<file path="config.mk">
export PLATFORM = sky130hd
export DESIGN_NAME = cesu8_stream_decoder_core
export DESIGN_NICKNAME = d
export VERILOG_FILES = /design/src/design/cesu8_sd_pkg.sv /design/src/design/cesu8_sd_step.sv /design/src/design/cesu8_stream_decoder_core.sv
export VERILOG_INCLUDE_DIRS = /design/src /design/src/design
export SDC_FILE = /design/constraint.sdc
export NUM_CORES = 1
export LEC_CHECK = 0
export BUFFER_PORTS_ARGS = -buffer_cell sky130_fd_sc_hd__buf_2
export CELL_PAD_IN_SITES_DETAIL_PLACEMENT = 0
export CELL_PAD_IN_SITES_GLOBAL_PLACEMENT = 1
export CORE_MARGIN = 10
export CORE_UTILIZATION = 50
export CTS_BUF_LIST = sky130_fd_sc_hd__clkbuf_4
export CTS_CLUSTER_SIZE = 14
export DETAILED_ROUTE_END_ITERATION = 7
export GPL_TIMING_DRIVEN = 0
export PLACE_DENSITY = 0.85
export SETUP_SLACK_MARGIN = 0.05
export SYNTH_ARGS = -nofsm -noshare
export SYNTH_HDL_FRONTEND = slang
export SYNTH_SLANG_ARGS = --single-unit
</file>
<file path="constraint.sdc">
create_clock -name clock -period 10.5 [get_ports clock]
set_input_delay 0 -clock clock [delete_from_list [all_inputs] [get_ports clock]]
set_output_delay 0 -clock clock [all_outputs]
set_load 0.02 [all_outputs]
</file>
<file path="src/design/cesu8_stream_decoder_core_macros.svh">
// ---------------------------------------------------------------------------
// Assertion macros for the CESU-8 stream decoder
// Shared forms for the concurrent checks of the decoder RTL.
// ---------------------------------------------------------------------------
`ifndef CESU8_STREAM_DECODER_CORE_MACROS_SVH
`define CESU8_STREAM_DECODER_CORE_MACROS_SVH

// Same-cycle implication, sampled on the rising clock edge, off during reset
`define CSD_ASSERT_IMP(label, clk, rst, ante, cons, msg) \
   label: assert property (@(posedge clk) disable iff (rst) (ante) |-> (cons)) else $error(msg);

// Next-cycle implication, sampled on the rising clock edge, off during reset
`define CSD_ASSERT_NXT(label, clk, rst, ante, cons, msg) \
   label: assert property (@(posedge clk) disable iff (rst) (ante) |=> (cons)) else $error(msg);

`endif

</file>
<file path="src/design/cesu8_sd_pkg.sv">
// ---------------------------------------------------------------------------
// CESU-8 stream decoder package
// Item types, automaton states and constants shared by the decoder RTL.
// ---------------------------------------------------------------------------
`default_nettype none

package cesu8_sd_pkg;

   // Result status codes
   localparam logic [1:0] STATUS_CHAR      = 2'd0;
   localparam logic [1:0] STATUS_INVALID   = 2'd1;
   localparam logic [1:0] STATUS_TRUNCATED = 2'd2;

   // Data masks and the supplementary plane offset
   localparam logic [7:0]  LEAD3_MASK     = 8'h0F;
   localparam logic [7:0]  LEAD2_MASK     = 8'h1F;
   localparam logic [20:0] SURROGATE_BASE = 21'h10000;

   // Sequence lengths used for the truncation count
   localparam logic [2:0] LEN_TWO    = 3'd2;
   localparam logic [2:0] LEN_THREE  = 3'd3;
   localparam logic [2:0] LEN_PAIR   = 3'd6;
   localparam logic [2:0] TAKEN_ONE  = 3'd1;
   localparam logic [2:0] TAKEN_FIVE = 3'd5;
   localparam logic [2:0] TAKEN_SIX  = 3'd6;

   // Validation automaton
   typedef enum logic [2:0] {
      ST_START      = 3'd0,  // expecting a lead byte
      ST_LAST_TRAIL = 3'd1,  // one trail byte completes the unit
      ST_E0_SECOND  = 3'd2,  // after E0, needs A0-BF
      ST_MID_SECOND = 3'd3,  // after E1-EC/EE-EF, needs any trail
      ST_ED_SECOND  = 3'd4,  // after ED, BMP or high surrogate
      ST_HI_TRAIL   = 3'd5,  // last trail of the high surrogate
      ST_LOW_ED     = 3'd6,  // expecting ED of the low surrogate
      ST_LOW_SECOND = 3'd7   // expecting B0-BF of the low surrogate
   } automaton_state_type;

   typedef struct packed {
      automaton_state_type automaton_state;
      logic [2:0]          bytes_taken;
      logic [7:0]          first_byte;
      logic [15:0]         unit_value;
      logic [9:0]          high_surrogate_bits;
   } dec_state_type;

   typedef struct packed {
      logic [7:0] data_byte;
      logic       end_of_text;
   } req_item_type;

   typedef struct packed {
      logic [1:0]  status;
      logic [20:0] code_point;
      logic [2:0]  char_length;
      logic [2:0]  bytes_needed;
   } rsp_item_type;

endpackage

`default_nettype wire

</file>
<file path="src/design/cesu8_sd_step.sv">
// ---------------------------------------------------------------------------
// CESU-8 decoder step
// Checks one byte against the automaton, merges its payload bits into the
// unit being built and forms the result item, if the byte gives one.
// ---------------------------------------------------------------------------
`default_nettype none

module cesu8_sd_step (
   input  wire cesu8_sd_pkg::dec_state_type cur_state,
   input  wire cesu8_sd_pkg::req_item_type  item,
   output cesu8_sd_pkg::dec_state_type      nxt_state,
   output cesu8_sd_pkg::rsp_item_type       result,
   output logic                             result_valid
);

   typedef enum logic [1:0] {
      STEP_MORE,
      STEP_ACCEPT,
      STEP_FAIL
   } step_kind_type;

   step_kind_type                     kind;
   cesu8_sd_pkg::automaton_state_type next_auto;
   logic [7:0]                        b;
   logic                              trail;
   logic [2:0]                        taken;
   logic [7:0]                        first_new;
   logic [15:0]                       unit_new;
   logic [2:0]                        total;

   assign b     = item.data_byte;
   assign trail = (b inside {[8'h80:8'hBF]});
   assign taken = 3'(cur_state.bytes_taken + 3'd1);

   // Automaton transition
   always_comb begin
      kind      = STEP_FAIL;
      next_auto = cesu8_sd_pkg::ST_START;
      case (cur_state.automaton_state)
         cesu8_sd_pkg::ST_START: begin
            if (b < 8'h80) begin
               kind = STEP_ACCEPT;
            end else if (b inside {[8'hC2:8'hDF]}) begin
               kind      = STEP_MORE;
               next_auto = cesu8_sd_pkg::ST_LAST_TRAIL;
            end else if (b == 8'hE0) begin
               kind      = STEP_MORE;
               next_auto = cesu8_sd_pkg::ST_E0_SECOND;
            end else if (b == 8'hED) begin
               kind      = STEP_MORE;
               next_auto = cesu8_sd_pkg::ST_ED_SECOND;
            end else if (b inside {[8'hE1:8'hEF]}) begin
               kind      = STEP_MORE;
               next_auto = cesu8_sd_pkg::ST_MID_SECOND;
            end
         end
         cesu8_sd_pkg::ST_LAST_TRAIL: begin
            if (trail) kind = STEP_ACCEPT;
         end
         cesu8_sd_pkg::ST_E0_SECOND: begin
            if (b inside {[8'hA0:8'hBF]}) begin
               kind      = STEP_MORE;
               next_auto = cesu8_sd_pkg::ST_LAST_TRAIL;
            end
         end
         cesu8_sd_pkg::ST_MID_SECOND: begin
            if (trail) begin
               kind      = STEP_MORE;
               next_auto = cesu8_sd_pkg::ST_LAST_TRAIL;
            end
         end
         cesu8_sd_pkg::ST_ED_SECOND: begin
            if (b inside {[8'h80:8'h9F]}) begin
               kind      = STEP_MORE;
               next_auto = cesu8_sd_pkg::ST_LAST_TRAIL;
            end else if (b inside {[8'hA0:8'hAF]}) begin
               kind      = STEP_MORE;
               next_auto = cesu8_sd_pkg::ST_HI_TRAIL;
            end
         end
         cesu8_sd_pkg::ST_HI_TRAIL: begin
            if (trail) begin
               kind      = STEP_MORE;
               next_auto = cesu8_sd_pkg::ST_LOW_ED;
            end
         end
         cesu8_sd_pkg::ST_LOW_ED: begin
            if (b == 8'hED) begin
               kind      = STEP_MORE;
               next_auto = cesu8_sd_pkg::ST_LOW_SECOND;
            end
         end
         cesu8_sd_pkg::ST_LOW_SECOND: begin
            if (b inside {[8'hB0:8'hBF]}) begin
               kind      = STEP_MORE;
               next_auto = cesu8_sd_pkg::ST_LAST_TRAIL;
            end
         end
         default: begin
            kind      = STEP_FAIL;
            next_auto = cesu8_sd_pkg::ST_START;
         end
      endcase
   end

   // Merge payload bits and advance the sequence state
   always_comb begin
      first_new = (cur_state.automaton_state == cesu8_sd_pkg::ST_START) ? b
                                                                       : cur_state.first_byte;
      if (cur_state.automaton_state == cesu8_sd_pkg::ST_START) begin
         unit_new = {8'h00, b & ((b >= 8'hE0) ? cesu8_sd_pkg::LEAD3_MASK
                                              : cesu8_sd_pkg::LEAD2_MASK)};
      end else if (cur_state.automaton_state == cesu8_sd_pkg::ST_LOW_ED) begin
         unit_new = {12'h000, b[3:0]};
      end else begin
         unit_new = {cur_state.unit_value[9:0], b[5:0]};
      end

      nxt_state            = cur_state;
      nxt_state.first_byte = first_new;
      nxt_state.unit_value = unit_new;
      if (kind == STEP_MORE && next_auto == cesu8_sd_pkg::ST_LOW_ED) begin
         nxt_state.high_surrogate_bits = unit_new[9:0];
      end
      // Restart on a finished, bad or cut-off sequence
      if (kind == STEP_MORE && !item.end_of_text) begin
         nxt_state.automaton_state = next_auto;
         nxt_state.bytes_taken     = taken;
      end else begin
         nxt_state.automaton_state = cesu8_sd_pkg::ST_START;
         nxt_state.bytes_taken     = 3'd0;
      end
   end

   // Form the result item
   always_comb begin
      total = (first_new >= 8'hE0) ? cesu8_sd_pkg::LEN_THREE : cesu8_sd_pkg::LEN_TWO;
      if (next_auto == cesu8_sd_pkg::ST_HI_TRAIL || next_auto == cesu8_sd_pkg::ST_LOW_ED ||
          next_auto == cesu8_sd_pkg::ST_LOW_SECOND ||
          (next_auto == cesu8_sd_pkg::ST_LAST_TRAIL && taken == cesu8_sd_pkg::TAKEN_FIVE)) begin
         total = cesu8_sd_pkg::LEN_PAIR;
      end

      result_valid        = (kind != STEP_MORE) || item.end_of_text;
      result.char_length  = taken;
      result.bytes_needed = 3'd0;
      result.code_point   = 21'd0;
      case (kind)
         STEP_ACCEPT: begin
            result.status = cesu8_sd_pkg::STATUS_CHAR;
            if (taken == cesu8_sd_pkg::TAKEN_ONE) begin
               result.code_point = {13'd0, b};
            end else if (taken == cesu8_sd_pkg::TAKEN_SIX) begin
               result.code_point = {1'b0, cur_state.high_surrogate_bits, unit_new[9:0]}
                                   + cesu8_sd_pkg::SURROGATE_BASE;
            end else begin
               result.code_point = {5'd0, unit_new};
            end
         end
         STEP_FAIL: begin
            result.status     = cesu8_sd_pkg::STATUS_INVALID;
            result.code_point = {13'd0, first_new};
         end
         default: begin
            result.status       = cesu8_sd_pkg::STATUS_TRUNCATED;
            result.bytes_needed = (total > taken) ? 3'(total - taken) : 3'd0;
         end
      endcase
   end

endmodule

`default_nettype wire

</file>
<file path="src/design/cesu8_stream_decoder_core.sv">
// ---------------------------------------------------------------------------
// CESU-8 stream decoder core
// Validating byte-serial decoder: one text byte per req item, at most one
// rsp item per byte.
// ---------------------------------------------------------------------------
// Usage:
//   req channel: one byte of CESU-8 text per item plus an end-of-text flag.
//   rsp channel: a status (character, invalid, truncated), the code point
//   or failing lead byte, the byte count and, when truncated, the bytes
//   still missing. Bytes inside a sequence give an rsp item only at end of text.
//   A taken byte waits in the input register; the step writes its rsp
//   item, if it gives one, into the rsp register.
//   Throughput: one byte per cycle while rsp is not stalled; the automaton step is one table
//   lookup and bit merge between the input register and the rsp register.
//   A stalled rsp stops the step; the input register still holds one more
//   byte, after which req_ready falls until the rsp item is taken.
//   Reset: the automaton returns to its start state, both registers empty.
//   A bad byte is dropped and decoding restarts at the next byte.
// ---------------------------------------------------------------------------
`default_nettype none
`include "cesu8_stream_decoder_core_macros.svh"

module cesu8_stream_decoder_core (
   input  wire                              clock,
   input  wire                              reset,
   input  wire                              req_valid,
   output logic                             req_ready,
   input  wire  cesu8_sd_pkg::req_item_type req_item,
   output logic                             rsp_valid,
   input  wire                              rsp_ready,
   output cesu8_sd_pkg::rsp_item_type       rsp_item
);

   logic                        in_valid_ff, in_valid_in;
   cesu8_sd_pkg::req_item_type  item_ff;
   cesu8_sd_pkg::dec_state_type state_ff, state_in;
   logic                        rsp_valid_ff, rsp_valid_in;
   cesu8_sd_pkg::rsp_item_type  rsp_item_ff;
   cesu8_sd_pkg::rsp_item_type  step_result;
   logic                        step_result_valid;
   logic                        advance;

   // Step the automaton when the rsp register is free or being emptied
   assign advance   = in_valid_ff && (!rsp_valid_ff || rsp_ready);
   assign req_ready = !in_valid_ff || advance;
   assign rsp_valid = rsp_valid_ff;
   assign rsp_item  = rsp_item_ff;

   cesu8_sd_step u_step (
      .cur_state    (state_ff),
      .item         (item_ff),
      .nxt_state    (state_in),
      .result       (step_result),
      .result_valid (step_result_valid)
   );

   // Valid flags of both registers
   always_comb begin
      in_valid_in = req_ready ? req_valid : in_valid_ff;
      if (advance) begin
         rsp_valid_in = step_result_valid;
      end else if (rsp_ready) begin
         rsp_valid_in = 1'b0;
      end else begin
         rsp_valid_in = rsp_valid_ff;
      end
   end

   // Control registers and automaton state
   always_ff @(posedge clock) begin
      if (reset) begin
         in_valid_ff  <= 1'b0;
         rsp_valid_ff <= 1'b0;
         state_ff     <= '0;
      end else begin
         in_valid_ff  <= in_valid_in;
         rsp_valid_ff <= rsp_valid_in;
         if (advance) state_ff <= state_in;
      end
   end

   // Payload registers: load the byte on accept, the result on a step
   always_ff @(posedge clock) begin
      if (req_valid && req_ready) item_ff <= req_item;
      if (advance && step_result_valid) rsp_item_ff <= step_result;
   end

   `CSD_ASSERT_IMP(a_start_no_bytes, clock, reset,
      state_ff.automaton_state == cesu8_sd_pkg::ST_START,
      state_ff.bytes_taken == 3'd0, "start state with bytes pending")
   `CSD_ASSERT_IMP(a_trunc_needs, clock, reset,
      rsp_valid_ff && rsp_item_ff.status == cesu8_sd_pkg::STATUS_TRUNCATED,
      rsp_item_ff.bytes_needed != 3'd0 && rsp_item_ff.code_point == 21'd0,
      "truncated item malformed")
   `CSD_ASSERT_IMP(a_invalid_shape, clock, reset,
      rsp_valid_ff && rsp_item_ff.status == cesu8_sd_pkg::STATUS_INVALID,
      rsp_item_ff.bytes_needed == 3'd0 && rsp_item_ff.char_length != 3'd0,
      "invalid item malformed")
   `CSD_ASSERT_IMP(a_ascii_short, clock, reset,
      rsp_valid_ff && rsp_item_ff.status == cesu8_sd_pkg::STATUS_CHAR &&
      rsp_item_ff.char_length == 3'd1,
      rsp_item_ff.code_point < 21'h80, "one-byte character out of range")
   `CSD_ASSERT_NXT(a_input_held, clock, reset, in_valid_ff && !advance,
      in_valid_ff && $stable(item_ff), "held input byte lost")

endmodule

`default_nettype wire

</file>
==> summary.md <==
| Metric | Value |
|---|---|
| Status | completed |
| Worst EP arrival | 3.31 ns |
| Layout Skew | 0.0220 ns |
| Highest Signal Layer | met4 |
| Initial core utilization | 51.3% |
| # port buffers | 42 |
| Routability cong. | 0.928 |
| Die Span Y | 103 um |
| Synth Cell Area | 3480 um^2 |
| Hold_ws | approximately 0.27 ns |
| Post-synthesis sequential area ratio | 53.4% |
| Post-synthesis net count | 375 |
| FP Rows | 30 |
| Residual DRC count | 0 |
| Number of global-route vias before repair | between 2,000 and 3,000 |
| Worst Hold End | item_ff[4] |
| Layout Cells excl Fill | 519 |
| CP max stage cell | nor2_4 |
| Post-CTS Setup Repair Bufs | 0 |
| First-pass GRT wire length | between 10,000 and 15,000 um |
| Synth Area per Inst | 9.90 um^2 |
| Nets | 441 |
| Worst path max stage delay | around 0.7 ns |
| CTS tree | done |
| Async S/R FF share, synth | 0% |
| Startpoint types | flop |
| GR Overflow Total | 0 |
| Die width | just over 100 um |
| Worst R2R Path Depth | 7 |
| Clock Sinks | between 70 and 80 |
| Worst vdd ir | ~0.083 mV |
| Post-Synthesis Cells | 352 |
| Crit path cell chain | or4_1 > a21oi_2 > nor2_1 > o22a_1 > ha_1 > nor2b_1 > nor2_4 |
| Skew-Pair Late Insertion Delay | 0.43 ns |
| Flop2flop setup slack | 7.24 ns |
| CTS HTree Levels | 3 |
| Initial antenna violation count | 0 |
| Num ports | 44 |
| Fin crit period | 3.26 ns |
| Worst Path Max Fanout | 30 |
| TritonRoute pass-1 iters | 5 |
| Worst EP required | 10.55 ns |
| Rel. slew slack | 38.7% |
| Worst hold path cell count | 2 |
| Fin Setup TNS | 0 ns |
| Reg clk slew, reported paths | 0.12 ns |
| DRT iter0 DRCs | 277 |
| CTS buffer count | 9 |
| Hold path start | req_item[4] |
| RSZ-0062 raised after global routing | no |
| Most common flop cell mapped by yosys | edfxtp_1 |
| Lkg Pwr | 1.55 nW |
| Maximum clock path buffer count | 2 |
| RR Startpoint | item_ff[3] |
| Synth Warn # | 0 |
| Antenna viol nets, final | 0 |
| CP top delay family | simple AND/OR/NAND/NOR gates |
| Max Slew Vio Count | 0 |
| R2r endpoint | rsp_item[1] |
| Root Driver | clkbuf_4 |
| Tcrit/Tclk final | 31.0% |
| Ant diodes | 0 |
| WL met1 | between 3000 and 4000 um |
| Worst Max-Slew Pin Slew | 0.918 ns |
| Via density | roughly 5.7 |
| Area Overhead vs Synth | 16.6% |
| Final setup vio count | 0 |
| Drt wl/cell | about 17 um |
| Overall Global Routing Usage | 17.4% |
| Final wirelength | 8910 um |
| Number of flops mapped to enable cells by yosys | 38 |
| Detailed Place HPWL | 6370 um |
| Number of placed instances with taps included | between 400 and 500 |
| Layout cells sized above 1 | around 16% |
| Core ar. | 6790 um^2 |
| Worst Setup End Kind | flop |
| FMAX | roughly 0.31 GHz |
| Largest net degree at the start of global routing | 31 |
| DR vias | 2,945 |
| Total power per unit cell area | 134 nW/um^2 |
| Hold Violations, Final | 0 |
| Worst path bufs/invs | 0 |
| HP Class | input port to flop |
| Die Area | 10,700 um^2 |
| WS Path Type | flop to flop |
| Synthesized flop and latch total | 74 |
| Synth unique cells | between 40 and 50 |
| WL met2 | 3980 um |
| Max Cap Viol | 0 |
| Wire length on met3 | 816 um |
-- per-stage QoR --
step           total power [W]  worst slack (ns)  util [%]  instance area (um^2)
2_1_floorplan         0.000374              7.00         -                  3480
3_3_place_gp          0.000396              6.12      56.1                  3810
3_5_place_dp          0.000397              7.31      56.2                  3820
4_1_cts               0.000548              7.23      59.8                  4060
5_1_grt               0.000569              7.04      59.8                  4060
6_report              0.000545              7.24      59.8                  4060
-- Yosys cell counts, types with 2 or more instances --
library cell  instances  share of area (%)
a21oi_1              39                5.6
edfxtp_1             38                 33
dfxtp_1              36                 21
nand2_1              35                3.8
nor2_1               29                3.1
nand3_1              21                3.0
clkbuf_1             16                1.7
o21ai_0              15                2.2
ha_1                 10                3.6
mux2i_1              10                2.9
and3_1                9                1.6
nor2b_1               8                1.4
nand2b_1              6                1.1
nand4_1               6                1.1
a22o_1                5                1.3
a31oi_1               5               0.90
buf_2                 5               0.72
inv_1                 5               0.54
nor3_1                5               0.72
xor2_1                5                1.3
a211oi_1              4               0.86
nand3b_1              4               0.86
and2_1                3               0.54
o22ai_1               3               0.54
a21boi_0              2               0.43
a311oi_1              2               0.50
a32o_1                2               0.57
and4b_1               2               0.57
nand4b_1              2               0.50
nor4_1                2               0.36
o211a_1               2               0.57
-- worst max-delay path by stage --
stage,cells after the start,from,to,slack (ns)
2_1_floorplan,7,item_ff[2],rsp_item[0],7.00
3_3_place_gp,7,item_ff[3],rsp_item[11],6.12
3_5_place_dp,7,item_ff[3],rsp_item[4],7.31
4_1_cts,7,item_ff[3],rsp_item[1],7.23
5_1_grt,7,item_ff[3],rsp_item[13],7.04
6_report,7,item_ff[3],rsp_item[1],7.24
-- routing by layer --
metal	up-vias	global-route usage (%)
met5	-	0
met1	1376	23.8
met2	132	26.1
met4	0	7.17
li1	1419	-
met3	18	3.65
-- registers in the layout, indices dropped and copies added, names as in the netlist --
name,flops
item_ff,9
in_valid_ff,1
state_ff,34
rsp_valid,1
rsp_item,29
-- layout make-up --
type / count / area [um^2]
plain buffers: 22 / 88.8
clock buffers: 12 / 90.1
clock inverters: 4 / 20.0
fillers: 605 / 2730
inverters: 5 / 18.8
multi-input cells: 251 / 1520
flip-flops and latches: 74 / 1860
well taps: 96 / 120
repair buffers: 55 / 340
-- cells by family after synthesis --
group           synth area share, %
compound gates                 15.4
xor+xnor                       1.51
fa+ha+maj                      3.59
buf+inv                        3.09
flops                          53.4
mux                            2.87
simple gates                   20.1
-- worst reg2reg max path, cell delays in order (launching register included) --
cell and delay [ns]:
edfxtp_1 0.58, or4_1 0.63, a21oi_2 0.21, nor2_1 0.08, o22a_1 0.21, ha_1 0.24
nor2b_1 0.20, nor2_4 0.70
-- timing repair --
| action | in CTS | in global routing |
|---|---|---|
| endpoints found under the hold margin | 15 | 0 |
| hold buffers | 13 | 0 |
| resized for setup | 0 | 0 |
-- cell usage in the layout (no fill, tap or decap), types with 6 or more instances in the layout --
| cell | count |
|---|---|
| nand2_1 | 35 |
| nor2_1 | 28 |
| and3_1 | 9 |
| nand2b_1 | 6 |
| nand3_1 | 21 |
| mux2i_1 | 10 |
| dlygate4sd3_1 | 13 |
| a21oi_1 | 39 |
| nand4_1 | 6 |
| clkbuf_4 | 12 |
| dfxtp_1 | 36 |
| ha_1 | 10 |
| o21ai_0 | 15 |
| edfxtp_1 | 38 |
| nor2b_1 | 8 |
| buf_2 | 47 |
| clkbuf_1 | 16 |
-- where the power goes --
group / leakage [nW] / switching, W / internal [W]
combinational: 0.827 / 0.0000452 / 0.0000256
sequential: 0.648 / 0.00000678 / 0.000317
clock: 0.0708 / 0.0000954 / 0.0000553
Power figures use the tool's default switching activity.
